$ cat config.mk
export PLATFORM = sky130hd
export DESIGN_NAME = stable_stop_goal_checker_unit_flat
export DESIGN_NICKNAME = d
export VERILOG_FILES = /design/src/ssgc_pkg.sv /design/src/ssgc_if.sv /design/src/stable_stop_goal_checker_unit.sv /design/src/flat_wrapper.sv
export SDC_FILE = /design/constraint.sdc
export NUM_CORES = 2
export LEC_CHECK = 0
export CORE_AREA = 2 2 284 286
export DETAILED_ROUTE_END_ITERATION = 10
export DIE_AREA = 0 0 286 288
export DONT_BUFFER_PORTS = 1
export PLACE_DENSITY = 0.86
export SETUP_SLACK_MARGIN = 0.15
export SLEW_MARGIN = 10
export SYNTH_ARGS = -nofsm -noshare
export SYNTH_HDL_FRONTEND = slang
export SYNTH_SLANG_ARGS = --single-unit
$ cat constraint.sdc
create_clock -name clk -period 12.7 [get_ports clk]
set_clock_uncertainty 0.1 [all_clocks]
set_input_delay 1.27 -clock clk [delete_from_list [all_inputs] [get_ports clk]]
set_output_delay 1.27 -clock clk [all_outputs]
set_load 0.1 [all_outputs]
$ cat src/ssgc_pkg.sv
// ----------------------------------------------------------------------------
// ssgc_pkg
// Types and constants shared by the stable stop goal checker files.
// ----------------------------------------------------------------------------
package ssgc_pkg;

  localparam int PosW   = 32;
  localparam int AngW   = 16;
  localparam int VelW   = 16;
  localparam int TimeW  = 32;
  localparam int TolW   = 31;
  localparam int StopW  = 15;
  localparam int CfgW   = 32;
  localparam int CfgIdxW = 3;

  localparam logic MODE_EVAL    = 1'b0;
  localparam logic MODE_RESTART = 1'b1;

  // register indexes of the configuration port
  typedef enum logic [CfgIdxW-1:0] {
    REG_X_TOL     = 3'd0,
    REG_Y_TOL     = 3'd1,
    REG_YAW_TOL   = 3'd2,
    REG_STOP_SPD  = 3'd3,
    REG_STOP_TURN = 3'd4,
    REG_XY_DWELL  = 3'd5,
    REG_YAW_DWELL = 3'd6,
    REG_STAGED    = 3'd7
  } ssgc_reg_t;

  typedef struct packed {
    logic                   mode;
    logic [TimeW-1:0]       time_ms;
    logic signed [PosW-1:0] query_x;
    logic signed [PosW-1:0] query_y;
    logic [AngW-1:0]        query_yaw;
    logic signed [PosW-1:0] goal_x;
    logic signed [PosW-1:0] goal_y;
    logic [AngW-1:0]        goal_yaw;
    logic signed [VelW-1:0] vel_x;
    logic signed [VelW-1:0] vel_y;
    logic signed [VelW-1:0] vel_turn;
  } ssgc_in_t;

  typedef struct packed {
    logic goal_reached;
    logic in_yaw_phase;
    logic pose_ok;
  } ssgc_out_t;

endpackage

$ cat src/ssgc_if.sv
// ----------------------------------------------------------------------------
// ssgc_in_if / ssgc_out_if
// Valid/ready channels carrying pose items in and goal status items out.
// ----------------------------------------------------------------------------
interface ssgc_in_if;
  import ssgc_pkg::*;
  logic     valid;
  logic     ready;
  ssgc_in_t data;
  modport source (output valid, output data, input ready);
  modport sink   (input valid, input data, output ready);
endinterface

interface ssgc_out_if;
  import ssgc_pkg::*;
  logic      valid;
  logic      ready;
  ssgc_out_t data;
  modport source (output valid, output data, input ready);
  modport sink   (input valid, input data, output ready);
endinterface

$ cat src/stable_stop_goal_checker_unit.sv
// ----------------------------------------------------------------------------
// stable_stop_goal_checker_unit
// Goal reached checker with position/yaw tolerances, dwell timers and a
// stop condition on planar speed and turn rate.
// ----------------------------------------------------------------------------
//  channel | dir | handshake     | payload
//  in_ch   | in  | valid/ready   | mode, time, pose, goal, velocity
//  out_ch  | out | valid/ready   | goal_reached, in_yaw_phase, pose_ok
//  cfg_*   | in  | write enable  | 3-bit register index, 32-bit data
//
// One item per cycle while the output is not stalled: an item is held in the
// input register, and the compare/dwell logic plus the phase update resolve as
// it moves to the result register, where its result is then valid.
// A stalled result holds the result register; the input register still takes
// an item if it is empty and holds it until the result register frees.
// Reset (rst_n low, synchronous) restores register defaults and the xy phase.
// ----------------------------------------------------------------------------
module stable_stop_goal_checker_unit (
  input  logic                              clk,
  input  logic                              rst_n,
  ssgc_in_if.sink                           in_ch,
  ssgc_out_if.source                        out_ch,
  input  logic                              cfg_we,
  input  logic [ssgc_pkg::CfgIdxW-1:0]      cfg_index,
  input  logic [ssgc_pkg::CfgW-1:0]         cfg_wdata
);
  import ssgc_pkg::*;

  // configuration
  logic [TolW-1:0]      x_tol_r, y_tol_r;
  logic [AngW-1:0]      yaw_tol_r;
  logic [2*StopW-1:0]   lim2_r;
  logic [StopW-1:0]     stop_turn_r;
  logic [TimeW-1:0]     xy_dwell_r, yaw_dwell_r;
  logic                 staged_r;

  // goal state
  logic                 checking_xy_r, checking_xy_nxt;
  logic                 xy_holding_r, xy_holding_nxt;
  logic                 yaw_holding_r, yaw_holding_nxt;
  logic [TimeW-1:0]     xy_start_r, xy_start_nxt;
  logic [TimeW-1:0]     yaw_start_r, yaw_start_nxt;

  // pipeline
  logic                 s1_valid_r;
  ssgc_in_t             s1_data_r;
  logic                 out_valid_r;
  ssgc_out_t            out_data_r, out_data_nxt;
  logic                 s1_adv;

  assign s1_adv       = s1_valid_r && (!out_valid_r || out_ch.ready);
  assign in_ch.ready  = !s1_valid_r || s1_adv;
  assign out_ch.valid = out_valid_r;
  assign out_ch.data  = out_data_r;

  always_ff @(posedge clk) begin
    if (!rst_n) begin
      x_tol_r     <= TolW'(16384);
      y_tol_r     <= TolW'(16384);
      yaw_tol_r   <= AngW'(2608);
      lim2_r      <= (2*StopW)'(62500);
      stop_turn_r <= StopW'(250);
      xy_dwell_r  <= TimeW'(500);
      yaw_dwell_r <= TimeW'(500);
      staged_r    <= 1'b1;
    end else if (cfg_we) begin
      unique case (ssgc_reg_t'(cfg_index))
        REG_X_TOL:     x_tol_r     <= cfg_wdata[TolW-1:0];
        REG_Y_TOL:     y_tol_r     <= cfg_wdata[TolW-1:0];
        REG_YAW_TOL:   yaw_tol_r   <= cfg_wdata[AngW-1:0];
        // keep the squared limit, speed is compared as a squared magnitude
        REG_STOP_SPD:  lim2_r      <= (2*StopW)'(cfg_wdata[StopW-1:0]) *
                                      (2*StopW)'(cfg_wdata[StopW-1:0]);
        REG_STOP_TURN: stop_turn_r <= cfg_wdata[StopW-1:0];
        REG_XY_DWELL:  xy_dwell_r  <= cfg_wdata[TimeW-1:0];
        REG_YAW_DWELL: yaw_dwell_r <= cfg_wdata[TimeW-1:0];
        REG_STAGED:    staged_r    <= cfg_wdata[0];
      endcase
    end
  end

  // tolerance and stop checks on the registered item
  logic signed [PosW:0] diff_x, diff_y;
  logic [PosW-1:0]      dx, dy;
  logic [AngW-1:0]      yd, dyaw;
  logic [VelW-1:0]      ax, ay, at;
  logic [2*VelW-1:0]    sq_x, sq_y;
  logic [2*VelW:0]      spd2;
  logic                 xy_ok, yaw_ok, stopped;
  logic [TimeW-1:0]     xy_elapsed, yaw_elapsed;

  always_comb begin
    diff_x = {s1_data_r.query_x[PosW-1], s1_data_r.query_x}
           - {s1_data_r.goal_x[PosW-1], s1_data_r.goal_x};
    diff_y = {s1_data_r.query_y[PosW-1], s1_data_r.query_y}
           - {s1_data_r.goal_y[PosW-1], s1_data_r.goal_y};
    dx = diff_x[PosW] ? PosW'(-diff_x) : diff_x[PosW-1:0];
    dy = diff_y[PosW] ? PosW'(-diff_y) : diff_y[PosW-1:0];
    // wrapped difference; a half turn negates to itself
    yd   = s1_data_r.query_yaw - s1_data_r.goal_yaw;
    dyaw = yd[AngW-1] ? (~yd + AngW'(1)) : yd;

    ax = s1_data_r.vel_x[VelW-1]    ? VelW'(-s1_data_r.vel_x)    : s1_data_r.vel_x;
    ay = s1_data_r.vel_y[VelW-1]    ? VelW'(-s1_data_r.vel_y)    : s1_data_r.vel_y;
    at = s1_data_r.vel_turn[VelW-1] ? VelW'(-s1_data_r.vel_turn) : s1_data_r.vel_turn;
    sq_x = (2*VelW)'(ax) * (2*VelW)'(ax);
    sq_y = (2*VelW)'(ay) * (2*VelW)'(ay);
    spd2 = {1'b0, sq_x} + {1'b0, sq_y};

    xy_ok   = (dx <= PosW'(x_tol_r)) && (dy <= PosW'(y_tol_r));
    yaw_ok  = dyaw <= yaw_tol_r;
    stopped = (at <= VelW'(stop_turn_r)) && (spd2 <= (2*VelW+1)'(lim2_r));

    // a timer that starts on this item has zero elapsed time
    xy_elapsed  = xy_holding_r  ? (s1_data_r.time_ms - xy_start_r)  : '0;
    yaw_elapsed = yaw_holding_r ? (s1_data_r.time_ms - yaw_start_r) : '0;
  end

  // phase update and result
  always_comb begin
    checking_xy_nxt = checking_xy_r;
    xy_holding_nxt  = xy_holding_r;
    yaw_holding_nxt = yaw_holding_r;
    xy_start_nxt    = xy_holding_r  ? xy_start_r  : s1_data_r.time_ms;
    yaw_start_nxt   = yaw_start_r;
    out_data_nxt    = '0;

    priority if (s1_data_r.mode == MODE_RESTART) begin
      checking_xy_nxt = 1'b1;
      xy_holding_nxt  = 1'b0;
      yaw_holding_nxt = 1'b0;
      xy_start_nxt    = xy_start_r;
    end else if (staged_r && checking_xy_r) begin
      out_data_nxt.pose_ok = xy_ok;
      if (xy_ok) begin
        xy_holding_nxt = 1'b1;
        if (xy_elapsed >= xy_dwell_r) begin
          checking_xy_nxt = 1'b0;
          xy_holding_nxt  = 1'b0;
          yaw_holding_nxt = 1'b0;
        end
      end else begin
        xy_holding_nxt = 1'b0;
        xy_start_nxt   = xy_start_r;
      end
    end else if (staged_r) begin
      out_data_nxt.pose_ok = yaw_ok;
      xy_start_nxt = xy_start_r;
      if (yaw_ok) begin
        yaw_holding_nxt = 1'b1;
        yaw_start_nxt   = yaw_holding_r ? yaw_start_r : s1_data_r.time_ms;
        out_data_nxt.goal_reached = (yaw_elapsed >= yaw_dwell_r) && stopped;
      end else begin
        yaw_holding_nxt = 1'b0;
      end
    end else begin
      out_data_nxt.pose_ok = xy_ok && yaw_ok;
      if (xy_ok && yaw_ok) begin
        xy_holding_nxt = 1'b1;
        out_data_nxt.goal_reached = (xy_elapsed >= xy_dwell_r) && stopped;
      end else begin
        xy_holding_nxt = 1'b0;
        xy_start_nxt   = xy_start_r;
      end
    end

    if (s1_data_r.mode != MODE_RESTART) begin
      out_data_nxt.in_yaw_phase = staged_r && !checking_xy_nxt;
    end
  end

  always_ff @(posedge clk) begin
    if (!rst_n) begin
      s1_valid_r    <= 1'b0;
      out_valid_r   <= 1'b0;
      checking_xy_r <= 1'b1;
      xy_holding_r  <= 1'b0;
      yaw_holding_r <= 1'b0;
      xy_start_r    <= '0;
      yaw_start_r   <= '0;
    end else begin
      if (in_ch.ready) begin
        s1_valid_r <= in_ch.valid;
      end
      if (s1_adv) begin
        out_valid_r   <= 1'b1;
        checking_xy_r <= checking_xy_nxt;
        xy_holding_r  <= xy_holding_nxt;
        yaw_holding_r <= yaw_holding_nxt;
        xy_start_r    <= xy_start_nxt;
        yaw_start_r   <= yaw_start_nxt;
      end else if (out_ch.ready) begin
        out_valid_r <= 1'b0;
      end
    end
  end

  // payload registers
  always_ff @(posedge clk) begin
    if (in_ch.valid && in_ch.ready) begin
      s1_data_r <= in_ch.data;
    end
    if (s1_adv) begin
      out_data_r <= out_data_nxt;
    end
  end

  // a restart item always yields an all-zero result
  a_restart_zero: assert property (@(posedge clk) disable iff (!rst_n)
    s1_adv && (s1_data_r.mode == MODE_RESTART) |=> out_valid_r && (out_data_r == '0))
    else $error("restart item gave a nonzero result");

  a_reached_pose: assert property (@(posedge clk) disable iff (!rst_n)
    out_valid_r && out_data_r.goal_reached |-> out_data_r.pose_ok)
    else $error("goal reached without pose in tolerance");

  a_yaw_staged: assert property (@(posedge clk) disable iff (!rst_n)
    out_valid_r && out_data_r.in_yaw_phase |-> staged_r)
    else $error("yaw phase reported in combined mode");

  a_phase_clear: assert property (@(posedge clk) disable iff (!rst_n)
    $fell(checking_xy_r) |-> !xy_holding_r && !yaw_holding_r)
    else $error("holding flags left set on entry to yaw phase");

  a_s1_hold: assert property (@(posedge clk) disable iff (!rst_n)
    s1_valid_r && !s1_adv |=> s1_valid_r && $stable(s1_data_r))
    else $error("stalled item dropped from input register");

endmodule
$ cat src/flat_wrapper.sv
// flat-port wrapper written by rule: the top's interface ports become plain ports
module stable_stop_goal_checker_unit_flat import ssgc_pkg::*;
  (clk, rst_n, cfg_we, cfg_index, cfg_wdata, in_ch_valid, in_ch_data, in_ch_ready, out_ch_valid, out_ch_data, out_ch_ready);
  ssgc_in_if in_ch_i ();
  ssgc_out_if out_ch_i ();
  input  logic clk;
  input  logic rst_n;
  input  logic cfg_we;
  input  logic [ssgc_pkg::CfgIdxW-1:0] cfg_index;
  input  logic [ssgc_pkg::CfgW-1:0] cfg_wdata;
  input wire logic [$bits(in_ch_i.valid)-1:0] in_ch_valid;
  input wire logic [$bits(in_ch_i.data)-1:0] in_ch_data;
  output wire logic [$bits(in_ch_i.ready)-1:0] in_ch_ready;
  output wire logic [$bits(out_ch_i.valid)-1:0] out_ch_valid;
  output wire logic [$bits(out_ch_i.data)-1:0] out_ch_data;
  input wire logic [$bits(out_ch_i.ready)-1:0] out_ch_ready;
  assign in_ch_i.valid = in_ch_valid;
  assign in_ch_i.data = in_ch_data;
  assign in_ch_ready = in_ch_i.ready;
  assign out_ch_valid = out_ch_i.valid;
  assign out_ch_data = out_ch_i.data;
  assign out_ch_i.ready = out_ch_ready;
  stable_stop_goal_checker_unit u_core (.clk(clk), .rst_n(rst_n), .in_ch(in_ch_i), .out_ch(out_ch_i), .cfg_we(cfg_we), .cfg_index(cfg_index), .cfg_wdata(cfg_wdata));
endmodule
After elaboration in Yosys (flattened, before gate mapping)
Cells that the tools add are included.
Widths: inputs -> output; s select.
- register bits: 501
- input port bits: 281
- output and inout port bits: 5
- add/subtract/negate cells: 12
- multipliers: 3
- magnitude comparators: 7
- equality and inequality tests: 12
- muxes and demuxes: 36
- bitwise gates (word level): 4
- reduce and logical (&&, ||, !) cells: 31
- operators by type and width (operator ; number):
    $mux 32 ; 9
    $sub 32x32->33 ; 2
    $ge 32x32->1 ; 2
    $le 32x31->1 ; 2
    $mul 16x16->32 ; 2
    $mux 16 ; 4
    $neg 32->32 ; 2
    $sub 32x32->32 ; 2
    $neg 16->16 ; 3
    $add 32x32->33 ; 1
    $le 33x30->1 ; 1
    $mul 15x15->30 ; 1
    $mux 1 ; 23
    $reduce_and 2->1 ; 9
    $add 16x1->16 const B ; 1
    $le 16x15->1 ; 1
    $le 16x16->1 ; 1
    $not 16->16 ; 1
    $sub 16x16->16 ; 1
    $eq 3x3->1 const B ; 4
    $logic_and 1x1->1 ; 9
    $eq 3x2->1 const B ; 2
    $reduce_and 6->1 ; 1
    $reduce_and 5->1 ; 1
    other kinds (14) ; 20

Depth between registers and ports, before layout
- depth after elaboration: 10
- depth in mapped cells: 45

Least setup slack after synthesis
Ideal clock, no wire load.
- path type: register to register
- start: register u_core.s1_data_r[16] (netlist name)
- end: register u_core.out_data_r (netlist bit u_core.out_ch.data[2]), data pin
- library setup time: 0.207 ns
- arrival: 10.294 ns
- required time: 12.393 ns
- path slack: 2.100 ns
- cell stages (with the launch flop): 43
- cell sequence: edfxtp_1 -> inv_1 -> clkbuf_1 -> ha_1 -> nor4b_1 -> nand3_1 -> and2_1 -> xnor2_1 -> clkinv_1 -> nand2_1 -> inv_1 -> fa_1 -> inv_1 -> fa_1 -> inv_1 -> fa_1 -> fa_1 -> fa_1 -> [... 7 more ...] -> a21oi_1 -> nor2b_1 -> or3_1 -> a21oi_1 -> o31ai_1 -> nor4_1 -> o31ai_1 -> o21a_1 -> o21a_1 -> nor2_1 -> xnor2_1 -> ha_1 -> and3_1 -> nand3_1 -> o21ai_0 -> o21ai_0 -> o211ai_1 -> a2111oi_0
- cells in the longest elaborated chain, start to end: 9
- elaborated cells on any way between the ends: 11
- those cells by class: 2 x add/sub; 1 x mul; 1 x order compare; 4 x mux; 3 x reduce/logical
- ends and longest elaborated chain (element ; line ; RTL):
    start: declaration ; stable_stop_goal_checker_unit.sv:46 ; ssgc_in_t s1_data_r;
    start signal: assignment ; stable_stop_goal_checker_unit.sv:201 ; s1_data_r <= in_ch.data;
    $neg 16->16 ; stable_stop_goal_checker_unit.sv:104 ; ay = s1_data_r.vel_y[VelW-1] ? VelW'(-s1_data_r.vel_y) : s1_data_r.vel_y;
    $mux 16 (*) ; stable_stop_goal_checker_unit.sv:104 ;
    $mul 16x16->32 (*) ; stable_stop_goal_checker_unit.sv:107 ; sq_y = (2*VelW)'(ay) * (2*VelW)'(ay);
    $add 32x32->33 (*) ; stable_stop_goal_checker_unit.sv:108 ; spd2 = {1'b0, sq_x} + {1'b0, sq_y};
    $le 33x30->1 (*) ; stable_stop_goal_checker_unit.sv:112 ; stopped = (at <= VelW'(stop_turn_r)) && (spd2 <= (2*VelW+1)'(lim2_r));
    $logic_and 1x1->1 (*) ; stable_stop_goal_checker_unit.sv:112 ;
    $logic_and 1x1->1, on equally long branches ; stable_stop_goal_checker_unit.sv:160, stable_stop_goal_checker_unit.sv:152 ;
    $mux 1, on equally long branches ; stable_stop_goal_checker_unit.sv:158, stable_stop_goal_checker_unit.sv:149 ;
    $mux 1 (*) ; stable_stop_goal_checker_unit.sv:146 ; end else if (staged_r) begin
    end signal: assignment ; stable_stop_goal_checker_unit.sv:204 ; out_data_r <= out_data_nxt;
    end: declaration ; stable_stop_goal_checker_unit.sv:48 ; ssgc_out_t out_data_r, out_data_nxt;
Every way passes the cells marked *; elsewhere a longest branch is shown, timed or not.
A chain may end at the register's enable or synchronous reset.

Final worst setup path
- start: register u_core.s1_data_r[35] (netlist name)
- end: register u_core.out_data_r (netlist bit u_core.out_ch.data[2]), data pin
- cells in the longest elaborated chain, start to end: 9
- elaborated cells on any way between the ends: 11
- those cells by class: 2 x add/sub; 1 x mul; 1 x order compare; 4 x mux; 3 x reduce/logical
- ends and longest elaborated chain (element ; line ; RTL):
    $neg 16->16 ; stable_stop_goal_checker_unit.sv:103 ; ax = s1_data_r.vel_x[VelW-1] ? VelW'(-s1_data_r.vel_x) : s1_data_r.vel_x;
    $mux 16 (*) ; stable_stop_goal_checker_unit.sv:103 ;
    $mul 16x16->32 (*) ; stable_stop_goal_checker_unit.sv:106 ; sq_x = (2*VelW)'(ax) * (2*VelW)'(ax);
    $add 32x32->33 (*) ; stable_stop_goal_checker_unit.sv:108 ;
    $le 33x30->1 (*) ; stable_stop_goal_checker_unit.sv:112 ;
    $logic_and 1x1->1 (*) ; stable_stop_goal_checker_unit.sv:112 ;
    $logic_and 1x1->1, on equally long branches ; stable_stop_goal_checker_unit.sv:160, stable_stop_goal_checker_unit.sv:152 ;
    $mux 1, on equally long branches ; stable_stop_goal_checker_unit.sv:158, stable_stop_goal_checker_unit.sv:149 ;
    $mux 1 (*) ; stable_stop_goal_checker_unit.sv:146 ;
Marks and branches as above.

==> impl_metrics.ini <==
[detailed_routing]
detail_route.wl_per_cell_um = 18.4
antenna_left = 0
num_vias = 39849
drcViolationCount = 0
viasPerCell = 5.80
firstDrtPassIters = 5
dr.first_iter.drc_count = 2532
drt_wl_total_mm = 127

[sta]
setup_slack_ns = 1.39
relSlewSlack = 0.213
post-route-min-period_ns = 11.31
slew_viol_final = 0
hold_viol_final = 0
whs_ns = 0.363
setup_viol = 0
rsz0062_at_grt = no
worst_pin_slew_ns = 1.18
timing.fmax_mhz = 88.4
setup_tns_ns = 0
timing.final.crit_share = 0.891

[global_routing]
grt_pass1_vias = 41390
grt.busiest_layer = met2
grt_first_pass_wirelength_mm = 207
antenna_found_initial = 10
grt_usage = 0.313
grt_start_max_net_pins = 259
grt-ovfl-total = 0
grt_util_met2 = 0.541
grt_use_met1 = 0.370
use_met3 = 0.0689

[yosys]
async_reset_ff_frac = 0
synth_top_family_by_area = adder cells
synth_fa_ha_area_frac = 0.348
synth_ff_type = dfxtp_1
ys_types = 89
synth_compound_area_frac = 0.122
synthMuxAreaShare = 0.0142
yosys.area_share.simple = 0.141
syn-instance-count = 5808
synth_xor_area_frac = 0.0450
synth_seq_area_share = 0.237
avgSynthCellArea_um2 = 9.05
synth_warnings = 0
netlist_area_um2 = 52600
synth-edff-count = 244
ys_ff_latch = 500

[hold_path]
min_to = u_core.x_tol_r[30]
whs_path_depth = 2
hold_start = u_core.x_tol_r[30]
min-delay-path-class = reg -> reg

[die]
die_area_um2 = 82400
fp.dieH_um = 288
start_util = 0.660
die_w_um = 286
core_area_um2 = 79600
rows = 104
pin_count = 286

[clocking]
cts_resized = 0
postCtsSetupBuffers = 0
cts_tree = built
path_clk_slew_ns = 0.06
numCtsBuffers = 55
htreeDepth = 2
clk_latency_ns = 0.67
cts_num_sinks = 500
cts-root-buf = clkbuf_16
clk_path_buf_depth = 3
cts_hold_buf = 0

[setup_path]
arrival_ns = 11.64
worstSetupPathType = reg -> reg
max_stage_delay_ns = 0.58
critPathCaptureType = flip-flop
reg2reg_slack_ns = 1.39
startpoint_type = flip-flop
reg2reg_from = u_core.s1_data_r[35]
reg2reg_to = u_core.out_ch.data[2]
rr_worst_depth = 38
cpMostUsedCell = fa_1
critPathSlowestCell = fa_1
cp_max_fo = 7
worst_ep_required_time_ns = 13.02

[run]
cap_violations = 0

[finish]
utilization = 0.697
fillCellCount = 5915
layout.nets = 7171
drive_gt1_frac = 0.0290
syn_to_final_growth_pct = 5.61
layout_common_cells = inv_1 (1,098), nand2_1 (637), ha_1 (607), fa_1 (533), nor2_1 (309)
layout_commonest_cell = inv_1

[placement]
place_congestion = 0.963
io_buffers = 0
hpwlAfterDp_mm = 101
post-place-ws_ns = 1.44

[outcome]
status = finished, final reports clean
==> synth_stat cells, types with 28 or more instances <==
cell type,number,area (µm²)
nor3_1,80,400
nor2b_1,116,726
fa_1,533,10700
o21a_1,39,293
inv_1,1098,4120
o21ai_0,169,846
o211ai_1,47,353
dfxtp_1,256,5120
and3_1,30,188
nand3_1,72,360
a21o_1,115,863
nand2_1,637,2390
a211oi_1,32,240
xnor2_1,183,1600
nand2b_1,44,275
nand4_1,55,344
a21boi_0,151,1130
clkbuf_1,159,597
a21oi_1,226,1130
nor4_1,29,181
or3_1,28,175
mux2i_1,70,701
nor2_1,312,1170
ha_1,607,7590
xor2_1,87,762
and2_1,112,701
edfxtp_1,244,7330
==> how the worst max path moves through the flow <==
stage	start	to	slack [ns]	cells past startpoint
6_report	u_core.s1_data_r[35]	u_core.out_ch.data[2]	1.39	38
5_1_grt	u_core.s1_data_r[17]	u_core.out_ch.data[2]	0.63	38
4_1_cts	u_core.s1_data_r[17]	u_core.out_ch.data[2]	1.38	38
3_5_place_dp	u_core.s1_data_r[37]	u_core.out_ch.data[2]	1.44	37
3_3_place_gp	u_core.s1_data_r[37]	u_core.out_ch.data[2]	1.76	38
2_1_floorplan	u_core.s1_data_r[16]	u_core.out_ch.data[2]	2.10	42
==> layout make-up <==
type	instances	area, µm²	area share
multi-input combinational	4050	35300	0.637
timing repair buffer	34	268	0.00482
inverter	1109	4160	0.0750
tap	1060	1330	0.0239
clock inverter	38	447	0.00805
sequential	500	12500	0.224
antenna	11	27.5	0.000496
clock buffer	66	1470	0.0266
==> metal layers <==
layer  up-vias  part of all wire
met3       386             0.077
met5         -           0.00054
met2      1374              0.49
met1     19228              0.39
li1      18851                 -
met4        10             0.050
==> cells by family (layout without fill, tap and decap cells) <==
group | after synthesis | after routing
adder cells (fa/ha/maj) | 1140 | 1140
other | 2 | 36
AO/OA/AOI/OAI | 963 | 963
buffers and inverters | 1281 | 1247
AND/OR/NAND/NOR | 1578 | 1578
multiplexers | 74 | 74
flip-flops | 500 | 500
XOR/XNOR | 270 | 270
==> flip-flops by register name, indices dropped and copies added (netlist names), 3 cells and up <==
| signal | flops |
|---|---|
| u_core.lim2_r | 29 |
| u_core.out_ch.data | 3 |
| u_core.s1_data_r | 241 |
| u_core.stop_turn_r | 15 |
| u_core.x_tol_r | 31 |
| u_core.xy_dwell_r | 32 |
| u_core.xy_start_r | 32 |
| u_core.y_tol_r | 31 |
| u_core.yaw_dwell_r | 32 |
| u_core.yaw_start_r | 32 |
| u_core.yaw_tol_r | 16 |
==> stage by stage <==
step / instance area, µm² / instances
floorplan: 52600 / 5831
global placement: 53500 / 6753
detailed placement: 53500 / 6753
CTS: 55500 / 6857
global route: 55500 / 6861
finish: 55500 / 6868
==> worst max-delay path, delay by kind of cell (launching register included) <==
| kind | cells | cell delay [ns] |
|---|---|---|
| buffers and inverters | 5 | 0.31 |
| XOR/XNOR | 2 | 0.60 |
| AND/OR/NAND/NOR | 10 | 2.40 |
| adder cells (fa/ha/maj) | 10 | 4.87 |
| flip-flops | 1 | 0.45 |
| AO/OA/AOI/OAI | 11 | 2.37 |
Power is left out: the tool's default activity adds up to more than one toggle a clock period on the data nets, which glitch-free logic cannot reach.
